$ cat config.mk
export PLATFORM = sky130hd
export DESIGN_NAME = length_prefix_to_start_code_core_flat
export DESIGN_NICKNAME = d
export VERILOG_FILES = /design/src/design/lpsc_pkg.sv /design/src/design/lpsc_if.sv /design/src/design/lpsc_front.sv /design/src/design/lpsc_queue.sv /design/src/design/lpsc_back.sv /design/src/design/length_prefix_to_start_code_core.sv /design/src/flat_wrapper.sv
export VERILOG_INCLUDE_DIRS = /design/src /design/src/design
export SDC_FILE = /design/constraint.sdc
export NUM_CORES = 1
export LEC_CHECK = 0
export BUFFER_PORTS_ARGS = -buffer_cell sky130_fd_sc_hd__clkbuf_2
export CAP_MARGIN = 15
export CORE_MARGIN = 2
export CORE_UTILIZATION = 62
export DETAILED_ROUTE_END_ITERATION = 6
export GPL_TIMING_DRIVEN = 0
export MAX_ROUTING_LAYER = met4
export PLACE_DENSITY = 0.8
export SYNTH_ARGS = -nofsm -noshare
export SYNTH_HDL_FRONTEND = slang
export SYNTH_HIERARCHICAL = 1
export SYNTH_SLANG_ARGS = --single-unit
$ cat constraint.sdc
create_clock -name clk -period 4.4 [get_ports clk]
set_input_delay 0.88 -clock clk [delete_from_list [all_inputs] [get_ports clk]]
set_output_delay 0.88 -clock clk [all_outputs]
set_load 0.01 [all_outputs]
$ cat src/design/length_prefix_to_start_code_core_defines.svh
// Assertion macros shared by the converter RTL.
`ifndef LENGTH_PREFIX_TO_START_CODE_CORE_DEFINES_SVH
`define LENGTH_PREFIX_TO_START_CODE_CORE_DEFINES_SVH

`ifndef SYNTH
`define LPSC_ASSERT(name, prop, msg) \
    name: assert property (@(posedge clk) disable iff (!rst_n) (prop)) else $error(msg);
`define LPSC_ASSERT_NEXT(name, cond, expr, msg) \
    name: assert property (@(posedge clk) disable iff (!rst_n) (cond) |=> (expr)) \
        else $error(msg);
`else
`define LPSC_ASSERT(name, prop, msg)
`define LPSC_ASSERT_NEXT(name, cond, expr, msg)
`endif

`endif

$ cat src/design/lpsc_pkg.sv
// Types and constants for the length-prefix to start-code converter.
package lpsc_pkg;

    localparam int LPSC_LEN_BITS    = 32;
    localparam int LPSC_QUEUE_DEPTH = 4;

    localparam logic [1:0] MODE_LEN4 = 2'd0;
    localparam logic [1:0] MODE_LEN2 = 2'd1;
    localparam logic [1:0] MODE_RAW  = 2'd2;

    localparam logic [2:0] ST_OK      = 3'd0;
    localparam logic [2:0] ST_ZERO    = 3'd1;
    localparam logic [2:0] ST_TRUNC   = 3'd2;
    localparam logic [2:0] ST_PARTIAL = 3'd3;
    localparam logic [2:0] ST_FORBID  = 3'd4;

    localparam logic [7:0] FORBID_MASK = 8'h80;

    // One queue entry: what a single input byte expands into.
    typedef struct packed {
        logic       start;      // 00 00 00 01 first
        logic       has_byte;   // then the data byte
        logic [7:0] data;
        logic       data_last;
        logic       has_marker; // then an error marker
        logic [2:0] status;
    } lpsc_cmd_t;

endpackage

$ cat src/design/lpsc_if.sv
// Byte stream channels of the converter.
interface lpsc_in_if;
    logic       valid;
    logic       ready;
    logic [7:0] in_byte;
    logic       in_last;

    modport source (output valid, output in_byte, output in_last, input ready);
    modport sink (input valid, input in_byte, input in_last, output ready);
endinterface

interface lpsc_out_if;
    logic       valid;
    logic       ready;
    logic [7:0] out_byte;
    logic       out_last;
    logic [2:0] status;

    modport source (output valid, output out_byte, output out_last, output status,
                    input ready);
    modport sink (input valid, input out_byte, input out_last, input status,
                  output ready);
endinterface

$ cat src/design/lpsc_front.sv
// Front end: parses length headers and classifies each input byte.
module lpsc_front
    import lpsc_pkg::*;
#(
    parameter int LEN_BITS = LPSC_LEN_BITS
)
(
    input  logic       clk,
    input  logic       rst_n,
    input  logic       cfg_we,
    input  logic [1:0] cfg_data,
    lpsc_in_if.sink    in_ch,
    input  logic       q_full,
    output logic       q_push,
    output lpsc_cmd_t  q_cmd
);

    localparam logic [1:0] PH_HEADER  = 2'd0;
    localparam logic [1:0] PH_PAYLOAD = 2'd1;
    localparam logic [1:0] PH_DROP    = 2'd2;
    localparam logic [1:0] PH_RAW     = 2'd3;

    localparam logic [32:0] LEN_MAX = (33'd1 << LEN_BITS) - 33'd1;

    logic [1:0]  mode_reg;
    logic [1:0]  phase_reg, phase_next;
    logic [1:0]  hcount_reg, hcount_next;
    logic [31:0] remain_reg, remain_next;
    logic [2:0]  err_reg, err_next;

    logic        accept;
    logic        fail_en;
    logic [2:0]  fail_code;
    logic        restart;
    logic [2:0]  hsize;
    logic [31:0] rem_dec;
    logic [31:0] rem_asm;
    logic [31:0] len_sat;
    lpsc_cmd_t   cmd;

    assign in_ch.ready = !q_full;
    assign accept      = in_ch.valid && !q_full;
    assign hsize       = (mode_reg == MODE_LEN2) ? 3'd2 : 3'd4;
    assign rem_dec     = remain_reg - {31'd0, (remain_reg != 32'd0)};
    assign rem_asm     = {remain_reg[23:0], in_ch.in_byte};
    assign len_sat     = ({1'b0, rem_asm} > LEN_MAX) ? LEN_MAX[31:0] : rem_asm;

    always_comb
    begin
        phase_next  = phase_reg;
        hcount_next = hcount_reg;
        remain_next = remain_reg;
        err_next    = err_reg;
        fail_en     = 1'b0;
        fail_code   = ST_OK;
        restart     = 1'b0;
        cmd         = '0;
        cmd.data    = in_ch.in_byte;

        unique case (phase_reg)
            PH_DROP:
            begin
                if (in_ch.in_last)
                begin
                    cmd.has_marker = 1'b1;
                    cmd.status     = err_reg;
                    restart        = 1'b1;
                end
            end
            PH_PAYLOAD:
            begin
                remain_next  = rem_dec;
                cmd.has_byte = 1'b1;
                if (in_ch.in_last)
                begin
                    cmd.data_last = (rem_dec == 32'd0);
                    if (rem_dec != 32'd0)
                    begin
                        cmd.has_marker = 1'b1;
                        cmd.status     = ST_TRUNC;
                    end
                    restart = 1'b1;
                end
                else if (rem_dec == 32'd0)
                begin
                    phase_next  = PH_HEADER;
                    hcount_next = 2'd0;
                end
            end
            PH_RAW:
            begin
                cmd.has_byte  = 1'b1;
                cmd.data_last = in_ch.in_last;
                restart       = in_ch.in_last;
            end
            PH_HEADER:
            begin
                if (mode_reg[1])
                begin
                    // raw mode; mode 3 aliases it
                    hcount_next = 2'd0;
                    remain_next = 32'd0;
                    if ((in_ch.in_byte & FORBID_MASK) != 8'd0)
                    begin
                        fail_en   = 1'b1;
                        fail_code = ST_FORBID;
                    end
                    else
                    begin
                        cmd.start     = 1'b1;
                        cmd.has_byte  = 1'b1;
                        cmd.data_last = in_ch.in_last;
                        if (in_ch.in_last)
                            restart = 1'b1;
                        else
                            phase_next = PH_RAW;
                    end
                end
                else
                begin
                    remain_next = rem_asm;
                    if (({1'b0, hcount_reg} + 3'd1) >= hsize)
                    begin
                        hcount_next = 2'd0;
                        if (len_sat == 32'd0)
                        begin
                            fail_en   = 1'b1;
                            fail_code = ST_ZERO;
                        end
                        else if (in_ch.in_last)
                        begin
                            fail_en   = 1'b1;
                            fail_code = ST_TRUNC;
                        end
                        else
                        begin
                            cmd.start   = 1'b1;
                            remain_next = len_sat;
                            phase_next  = PH_PAYLOAD;
                        end
                    end
                    else if (in_ch.in_last)
                    begin
                        fail_en   = 1'b1;
                        fail_code = ST_PARTIAL;
                    end
                    else
                    begin
                        hcount_next = hcount_reg + 2'd1;
                    end
                end
            end
            default:
            begin
                phase_next = PH_HEADER;
            end
        endcase

        if (fail_en)
        begin
            if (in_ch.in_last)
            begin
                cmd.has_marker = 1'b1;
                cmd.status     = fail_code;
                restart        = 1'b1;
            end
            else
            begin
                err_next    = fail_code;
                phase_next  = PH_DROP;
                hcount_next = 2'd0;
                remain_next = 32'd0;
            end
        end

        if (restart)
        begin
            phase_next  = PH_HEADER;
            hcount_next = 2'd0;
            remain_next = 32'd0;
            err_next    = ST_OK;
        end
    end

    assign q_cmd  = cmd;
    assign q_push = accept && (cmd.start || cmd.has_byte || cmd.has_marker);

    always_ff @(posedge clk or negedge rst_n)
    begin
        if (!rst_n)
        begin
            mode_reg   <= MODE_LEN4;
            phase_reg  <= PH_HEADER;
            hcount_reg <= 2'd0;
            remain_reg <= 32'd0;
            err_reg    <= ST_OK;
        end
        else
        begin
            if (cfg_we)
                mode_reg <= cfg_data;
            if (accept)
            begin
                phase_reg  <= phase_next;
                hcount_reg <= hcount_next;
                remain_reg <= remain_next;
                err_reg    <= err_next;
            end
        end
    end

endmodule

$ cat src/design/lpsc_queue.sv
// Short command queue between the front end and the output sequencer.
module lpsc_queue
    import lpsc_pkg::*;
#(
    parameter int DEPTH = LPSC_QUEUE_DEPTH
)
(
    input  logic      clk,
    input  logic      rst_n,
    input  logic      push,
    input  lpsc_cmd_t push_data,
    output logic      full,
    input  logic      pop,
    output logic      head_valid,
    output lpsc_cmd_t head
);

    localparam int PW = (DEPTH > 1) ? $clog2(DEPTH) : 1;
    localparam int CW = $clog2(DEPTH + 1);
    localparam logic [PW-1:0] LAST_PTR = PW'(DEPTH - 1);
    localparam logic [CW-1:0] DEPTH_C  = CW'(DEPTH);

    lpsc_cmd_t     mem [DEPTH];
    logic [PW-1:0] wr_ptr_reg, rd_ptr_reg;
    logic [CW-1:0] count_reg;
    logic          do_push, do_pop;

    assign full       = (count_reg == DEPTH_C);
    assign head_valid = (count_reg != '0);
    assign head       = mem[rd_ptr_reg];
    assign do_push    = push && !full;
    assign do_pop     = pop && head_valid;

    always_ff @(posedge clk)
    begin
        if (do_push)
            mem[wr_ptr_reg] <= push_data;
    end

    always_ff @(posedge clk or negedge rst_n)
    begin
        if (!rst_n)
        begin
            wr_ptr_reg <= '0;
            rd_ptr_reg <= '0;
            count_reg  <= '0;
        end
        else
        begin
            if (do_push)
                wr_ptr_reg <= (wr_ptr_reg == LAST_PTR) ? '0 : wr_ptr_reg + 1'b1;
            if (do_pop)
                rd_ptr_reg <= (rd_ptr_reg == LAST_PTR) ? '0 : rd_ptr_reg + 1'b1;
            if (do_push && !do_pop)
                count_reg <= count_reg + 1'b1;
            else if (do_pop && !do_push)
                count_reg <= count_reg - 1'b1;
        end
    end

endmodule

$ cat src/design/lpsc_back.sv
// Output sequencer: expands queued commands into output bytes.
module lpsc_back
    import lpsc_pkg::*;
(
    input  logic      clk,
    input  logic      rst_n,
    input  logic      head_valid,
    input  lpsc_cmd_t head,
    output logic      pop,
    lpsc_out_if.source out_ch
);

    // positions 0..3 start code, then data byte, then marker
    localparam logic [2:0] POS_SC3    = 3'd3;
    localparam logic [2:0] POS_DATA   = 3'd4;
    localparam logic [2:0] POS_MARKER = 3'd5;
    localparam logic [2:0] POS_DONE   = 3'd7;

    logic [2:0] pos_reg;
    logic       started_reg;
    logic       ov_reg;
    logic [7:0] ob_reg;
    logic       ol_reg;
    logic [2:0] os_reg;

    logic [2:0] first_pos, cur_pos, nxt_pos;
    logic       load;
    logic [7:0] item_byte;
    logic       item_last;
    logic [2:0] item_status;

    always_comb
    begin
        if (head.start)
            first_pos = 3'd0;
        else if (head.has_byte)
            first_pos = POS_DATA;
        else
            first_pos = POS_MARKER;
    end

    assign cur_pos = started_reg ? pos_reg : first_pos;
    assign load    = head_valid && (!ov_reg || out_ch.ready);

    always_comb
    begin
        nxt_pos     = POS_DONE;
        item_byte   = 8'd0;
        item_last   = 1'b0;
        item_status = ST_OK;
        if (cur_pos < POS_SC3)
        begin
            nxt_pos = cur_pos + 3'd1;
        end
        else if (cur_pos == POS_SC3)
        begin
            item_byte = 8'd1;
            if (head.has_byte)
                nxt_pos = POS_DATA;
            else if (head.has_marker)
                nxt_pos = POS_MARKER;
        end
        else if (cur_pos == POS_DATA)
        begin
            item_byte = head.data;
            item_last = head.data_last;
            if (head.has_marker)
                nxt_pos = POS_MARKER;
        end
        else
        begin
            item_last   = 1'b1;
            item_status = head.status;
        end
    end

    assign pop = load && (nxt_pos == POS_DONE);

    always_ff @(posedge clk or negedge rst_n)
    begin
        if (!rst_n)
        begin
            pos_reg     <= 3'd0;
            started_reg <= 1'b0;
            ov_reg      <= 1'b0;
        end
        else
        begin
            if (load)
            begin
                ov_reg      <= 1'b1;
                started_reg <= (nxt_pos != POS_DONE);
                pos_reg     <= nxt_pos;
            end
            else if (out_ch.ready)
            begin
                ov_reg <= 1'b0;
            end
        end
    end

    always_ff @(posedge clk)
    begin
        if (load)
        begin
            ob_reg <= item_byte;
            ol_reg <= item_last;
            os_reg <= item_status;
        end
    end

    assign out_ch.valid    = ov_reg;
    assign out_ch.out_byte = ob_reg;
    assign out_ch.out_last = ol_reg;
    assign out_ch.status   = os_reg;

endmodule

$ cat src/design/length_prefix_to_start_code_core.sv
// Top level of the length-prefix to start-code converter.
//
//  channel   dir   handshake      payload
//  in_ch     in    valid/ready    in_byte[7:0], in_last
//  out_ch    out   valid/ready    out_byte[7:0], out_last, status[2:0]
//  cfg       in    cfg_we         cfg_data[1:0] (prefix_mode)
//
// One input byte per cycle while the queue has room; each byte becomes zero
// to five output bytes, four for a start code, via the single output register.
// The front end keeps taking bytes while the command queue (QUEUE_DEPTH
// entries) has room; the output side stalls on its own behind it.
// First output passes the command queue and then the output register.
// Reset clears the parse state, queue pointers and count, and output valid; mode is 0.
`include "length_prefix_to_start_code_core_defines.svh"

module length_prefix_to_start_code_core
    import lpsc_pkg::*;
#(
    parameter int LEN_BITS    = LPSC_LEN_BITS,
    parameter int QUEUE_DEPTH = LPSC_QUEUE_DEPTH
)
(
    input  logic       clk,
    input  logic       rst_n,
    input  logic       cfg_we,
    input  logic [1:0] cfg_data,
    lpsc_in_if.sink    in_ch,
    lpsc_out_if.source out_ch
);

    logic      q_push, q_full, q_pop, q_valid;
    lpsc_cmd_t q_cmd, q_head;

    lpsc_front #(
        .LEN_BITS (LEN_BITS)
    ) u_front (
        .clk      (clk),
        .rst_n    (rst_n),
        .cfg_we   (cfg_we),
        .cfg_data (cfg_data),
        .in_ch    (in_ch),
        .q_full   (q_full),
        .q_push   (q_push),
        .q_cmd    (q_cmd)
    );

    lpsc_queue #(
        .DEPTH (QUEUE_DEPTH)
    ) u_queue (
        .clk        (clk),
        .rst_n      (rst_n),
        .push       (q_push),
        .push_data  (q_cmd),
        .full       (q_full),
        .pop        (q_pop),
        .head_valid (q_valid),
        .head       (q_head)
    );

    lpsc_back u_back (
        .clk        (clk),
        .rst_n      (rst_n),
        .head_valid (q_valid),
        .head       (q_head),
        .pop        (q_pop),
        .out_ch     (out_ch)
    );

    `LPSC_ASSERT(a_marker_ends_packet, (out_ch.valid && out_ch.status != ST_OK) |-> (out_ch.out_last && out_ch.out_byte == 8'd0), "error marker must be last and zero")
    `LPSC_ASSERT(a_cmd_not_empty, q_valid |-> (q_head.start || q_head.has_byte || q_head.has_marker), "empty command in queue")
    `LPSC_ASSERT(a_no_push_when_full, (q_full && q_push) |-> !in_ch.ready, "push into full queue")
    `LPSC_ASSERT_NEXT(a_no_phantom_out, (!q_valid && (!out_ch.valid || out_ch.ready)), !out_ch.valid, "output without queued work")

endmodule
$ cat src/flat_wrapper.sv
// flat-port wrapper written by rule: the top's interface ports become plain ports
module length_prefix_to_start_code_core_flat import lpsc_pkg::*;
#(
    parameter int LEN_BITS    = LPSC_LEN_BITS,
    parameter int QUEUE_DEPTH = LPSC_QUEUE_DEPTH
)
  (clk, rst_n, cfg_we, cfg_data, in_ch_valid, in_ch_in_byte, in_ch_in_last, in_ch_ready, out_ch_valid, out_ch_out_byte, out_ch_out_last, out_ch_status, out_ch_ready);
  lpsc_in_if in_ch_i ();
  lpsc_out_if out_ch_i ();
  input  logic clk;
  input  logic rst_n;
  input  logic cfg_we;
  input  logic [1:0] cfg_data;
  input wire logic [$bits(in_ch_i.valid)-1:0] in_ch_valid;
  input wire logic [$bits(in_ch_i.in_byte)-1:0] in_ch_in_byte;
  input wire logic [$bits(in_ch_i.in_last)-1:0] in_ch_in_last;
  output wire logic [$bits(in_ch_i.ready)-1:0] in_ch_ready;
  output wire logic [$bits(out_ch_i.valid)-1:0] out_ch_valid;
  output wire logic [$bits(out_ch_i.out_byte)-1:0] out_ch_out_byte;
  output wire logic [$bits(out_ch_i.out_last)-1:0] out_ch_out_last;
  output wire logic [$bits(out_ch_i.status)-1:0] out_ch_status;
  input wire logic [$bits(out_ch_i.ready)-1:0] out_ch_ready;
  assign in_ch_i.valid = in_ch_valid;
  assign in_ch_i.in_byte = in_ch_in_byte;
  assign in_ch_i.in_last = in_ch_in_last;
  assign in_ch_ready = in_ch_i.ready;
  assign out_ch_valid = out_ch_i.valid;
  assign out_ch_out_byte = out_ch_i.out_byte;
  assign out_ch_out_last = out_ch_i.out_last;
  assign out_ch_status = out_ch_i.status;
  assign out_ch_i.ready = out_ch_ready;
  length_prefix_to_start_code_core #(.LEN_BITS(LEN_BITS), .QUEUE_DEPTH(QUEUE_DEPTH)) u_core (.clk(clk), .rst_n(rst_n), .cfg_we(cfg_we), .cfg_data(cfg_data), .in_ch(in_ch_i), .out_ch(out_ch_i));
endmodule
==> PnR_summary.wiki <==
{| class="wikitable"
! Metric !! Value
|-
| Clk sink count || 125
|-
| Vias after detailed routing || about 5600
|-
| Area post-placement || 7286 um2
|-
| Share of synthesized cell area in full adder, half adder and majority cells || 0.03276
|-
| Pwr dens || around 800 nW/um2
|-
| Number of H-tree branching levels || 4
|-
| Final Power || 6.296 mW
|-
| Remaining antenna violation count || 0
|-
| Synth Area in Compound Gates || 0.1546
|-
| Cell-internal power || 3.525 mW
|-
| Share of synthesized flip-flops with an asynchronous set or reset || 0.4240
|-
| Worst hold-check path type || input pin to async pin
|-
| Setup violation total in the final timing report || 0
|-
| Via count of the first global-routing pass || between 5000 and 6000
|-
| Full die area || ~12000 um2
|-
| Effective utilization at floorplan || 0.6384
|-
| Largest cells by area after synthesis || edfxtp_1, dfrtp_1, a21oi_1
|-
| Post-Synthesis Cell Area || approximately 7000 um2
|-
| Critical Path Source Type || flop
|-
| Switching fraction of total power || 0.4401
|-
| Number of setup buffers added after CTS || 0
|-
| Diode count || 0
|-
| Layout area overhead || 13.39%
|-
| Req. time, crit path || 4.65 ns
|-
| DRC violations left || 0
|-
| Total negative slack for setup checks || 0 ns
|-
| Critical path capture point type || flop
|-
| Largest family of logic cells by synthesized area || simple AND/OR/NAND/NOR gates
|-
| Count of maximum capacitance violations || 0
|-
| Port Buf Inserts || 28
|-
| Library cell contributing the largest single delay on the critical path || or4_4
|-
| Global route total overflow || 0
|-
| Initial antenna violation count || 0
|-
| Fraction of power consumed by sequential logic || 0.270
|-
| RSZ-0062 raised after global routing || no
|-
| Mapped Nets || about 670
|-
| Portion of the post-synthesis area used by sequential elements || 0.5019
|-
| CP Data Arrival Time || 4.53 ns
|-
| Psw || between 2 and 3 mW
|-
| Top flip-flop cell by instance count after synthesis || edfxtp_1
|-
| Xor-xnor portion of the synthesized cell area || 0.007561
|-
| Clock transition at path regs || 0.06 ns
|-
| Total detailed-routing wirelength || 19560 um
|-
| Number of buffers inserted during clock tree synthesis || 17
|-
| Critical path class || flop to flop
|-
| Number of synthesis warnings || 6
|-
| Commonest cells in the netlist || edfxtp_1, nand2_1, a21oi_1, o21ai_0, dfrtp_1
|-
| Worst-case headroom to the max-slew limit || 0.4068
|-
| Worst clock skew || just over 0.008 ns
|-
| Number of vias per cell after detailed routing || 6.693
|-
| Violation count after the first detailed-route iteration || around 750
|-
| Endpoints failing hold || 0
|-
| Worst-path cell chain || buf_6 > or4_4 > or4_4 > nor2_4 > nand2_1 > ha_1 > ha_4 > inv_1 > nor4_1 > nand4_1 > nor4_2 > and4_4 > a21o_2 > a21oi_1 > o21a_1
|-
| Synth Instances || approximately 640
|-
| Clock root buffer || clkbuf_8
|-
| Layout cells sized above 1 || 0.2009
|-
| Static leakage || just over 3 nW
|-
| Critical Path Fanout Max || 10
|-
| Wire length of the first global-routing pass || approximately 30000 um
|-
| Timing-limited maximum frequency || around 0.23 GHz
|-
| Final weighted congestion in routability-driven placement || slightly below 1
|-
| Most common cell in the netlist || edfxtp_1
|-
| Critical path's most frequent cell || or4_4
|-
| Iteration count of the initial detailed-routing pass || 6
|-
| Flip-flop count of the largest register after layout || 60
|-
| Core area || ~11000 um2
|-
| Count of final max-slew check failures || 0
|-
| Final-stage net count || ~720
|-
| Total of flip-flops plus latches after synthesis || 125
|-
| Routed length per instance || 23.37 um
|-
| Synth Area per Inst || about 11 um2
|-
| Overall track demand over capacity in global routing || 0.3514
|-
| Fraction of synthesized area in multiplexers || 0.07381
|-
| Post-route standard cell area excluding fillers || between 7000 and 8000 um2
|-
| Total I/O pin count || 30
|-
| Logic pwr share || 0.527
|-
| Simple logic cell fraction of the synthesized area || 0.1743
|-
| Number of distinct library cells after synthesis || around 80
|-
| Row cnt || 38
|-
| Share of power burned in the clock network || 0.203
|-
| CTS max path bufs || 2
|-
| Maximum single-stage delay on the critical path || 0.57 ns
|-
| Number of hold-repair buffers added at the cts stage || 0
|-
| HPWL reported at the end of detailed placement || 13220 um
|-
| TritonCTS clock tree || yes
|-
| Width of the die || roughly 110 um
|-
| Largest net degree at the start of global routing || 28
|-
| Worst slack after detailed placement || -0.3804 ns
|-
| Final Cycle Share || 0.9735
|-
| Yosys top cell area share || 0.3111
|-
| Floorplan die height || 109.9 um
|-
| Pin slew with the least headroom to its limit || a little under 0.9 ns
|-
| Setup slack of the critical path after layout || 0.1164 ns
|-
| Leading area contributor after synthesis || edfxtp_1
|-
| Outcome || finished, final reports clean
|-
| Fill cell count || 719
|-
| Clk_lat worst skew || about 0.53 ns
|-
| Number of synthesized flops with an enable pin || between 70 and 80
|-
| Min cycle time layout || between 4 and 5 ns
|-
| Worst vdd ir || approximately 600 uV
|}
## power groups by stage
stage | clock [mW] | sequential [mW] | combinational [mW]
3_5_place_dp | 0 | 1.70 | 3.09
2_1_floorplan | 0 | 1.68 | 2.24
4_1_cts | 1.30 | 1.69 | 3.21
5_1_grt | 1.35 | 1.72 | 3.53
3_3_place_gp | 0 | 1.68 | 2.99
6_report | 1.28 | 1.70 | 3.31
## cell type report
cell class                 instances  area [um2]  share of cell area
inverter                          25       93.84             0.01191
buffer                            51       281.5             0.03572
tap                              140       175.2             0.02223
clock inverter                    12       113.9             0.01445
sequential                       125        3488              0.4426
clock buffer                      20       425.4             0.05398
timing repair buffer              29       160.2             0.02032
multi-input combinational        435        3143              0.3988
## cell families (layout without fill, tap and decap cells)
logic type	after synthesis	in the layout
buffers and inverters	78	137
xor gates and xnor gates	6	6
muxes	28	28
AOI/OAI and AO/OA	173	173
and+or+nand+nor	211	211
DFF	125	125
adders and majority gates	17	17
## layer usage
layer / share of wire / global-route usage / vias up
met5: 0 / - / -
met4: 0.029 / 0.1700 / 0
met3: 0.077 / 0.07054 / 53
met2: 0.51 / 0.5828 / 303
met1: 0.38 / 0.4091 / 2742
li1: - / - / 2504
## worst max-delay path: cells and delay by family (launching register included)
family                   cells  cell delay (ns)
flip-flops                   1             0.37
AO/OA/AOI/OAI                3             0.51
adder cells (fa/ha/maj)      2             0.50
AND/OR/NAND/NOR              8             2.44
buffers and inverters        2             0.18
## worst paths after layout
| check | start | end | slack [ns] | cells past startpoint |
|---|---|---|---|---|
| max | u_core/u_front/remain_reg[24]$_DFFE_PN0P_ | u_core/u_queue/mem[0][1]$_DFFE_PP_ | 0.12 | 15 |
| min | rst_n | u_core/u_queue/wr_ptr_reg[0]$_DFFE_PN0P_ | 0.43 | 1 |
| max reg2reg | u_core/u_front/remain_reg[24]$_DFFE_PN0P_ | u_core/u_queue/mem[0][1]$_DFFE_PP_ | 0.12 | 15 |
| min reg2reg | u_core/u_front/hcount_reg[0]$_DFFE_PN0P_ | u_core/u_front/hcount_reg[0]$_DFFE_PN0P_ | 0.51 | 1 |
| max in group asynchronous | rst_n | u_core/u_front/remain_reg[0]$_DFFE_PN0P_ | 3.33 | 2 |
| min in group clk | u_core/u_front/hcount_reg[0]$_DFFE_PN0P_ | u_core/u_front/hcount_reg[0]$_DFFE_PN0P_ | 0.51 | 1 |
## cell usage in the layout (no fill, tap or decap), types with 5 or more instances in the layout
cell	instances
buf_4	9
nand2_1	61
a221oi_1	8
mux4_2	12
mux2_2	7
nor2_1	38
and2_1	9
edfxtp_1	72
a21o_1	5
clkbuf_1	32
nor4_1	15
a222oi_1	5
clkbuf_16	16
mux2_4	5
a21oi_1	54
o21ai_0	54
buf_2	8
nand3_1	6
inv_1	23
ha_1	14
dfrtp_1	53
clkbuf_2	28
nand2b_1	7
nor3_1	18
a31oi_1	8
nand4_1	6
## stage by stage
step,hold WS (ns),instances,util
after floorplan,0.4645,638,-
after global placement,0.4816,806,0.6673
after detailed placement,0.4972,807,0.6692
after CTS,0.4398,839,0.7220
after global routing,0.4599,837,0.7239
final,0.4325,837,0.7239
## timing repair
item	4_1_cts	5_1_grt
setup endpoints to repair	16	15
pin swaps	1	1
gates resized for setup	8	4
endpoints found under the hold margin	0	0
No activity file was read; power rests on OpenSTA's default activity.
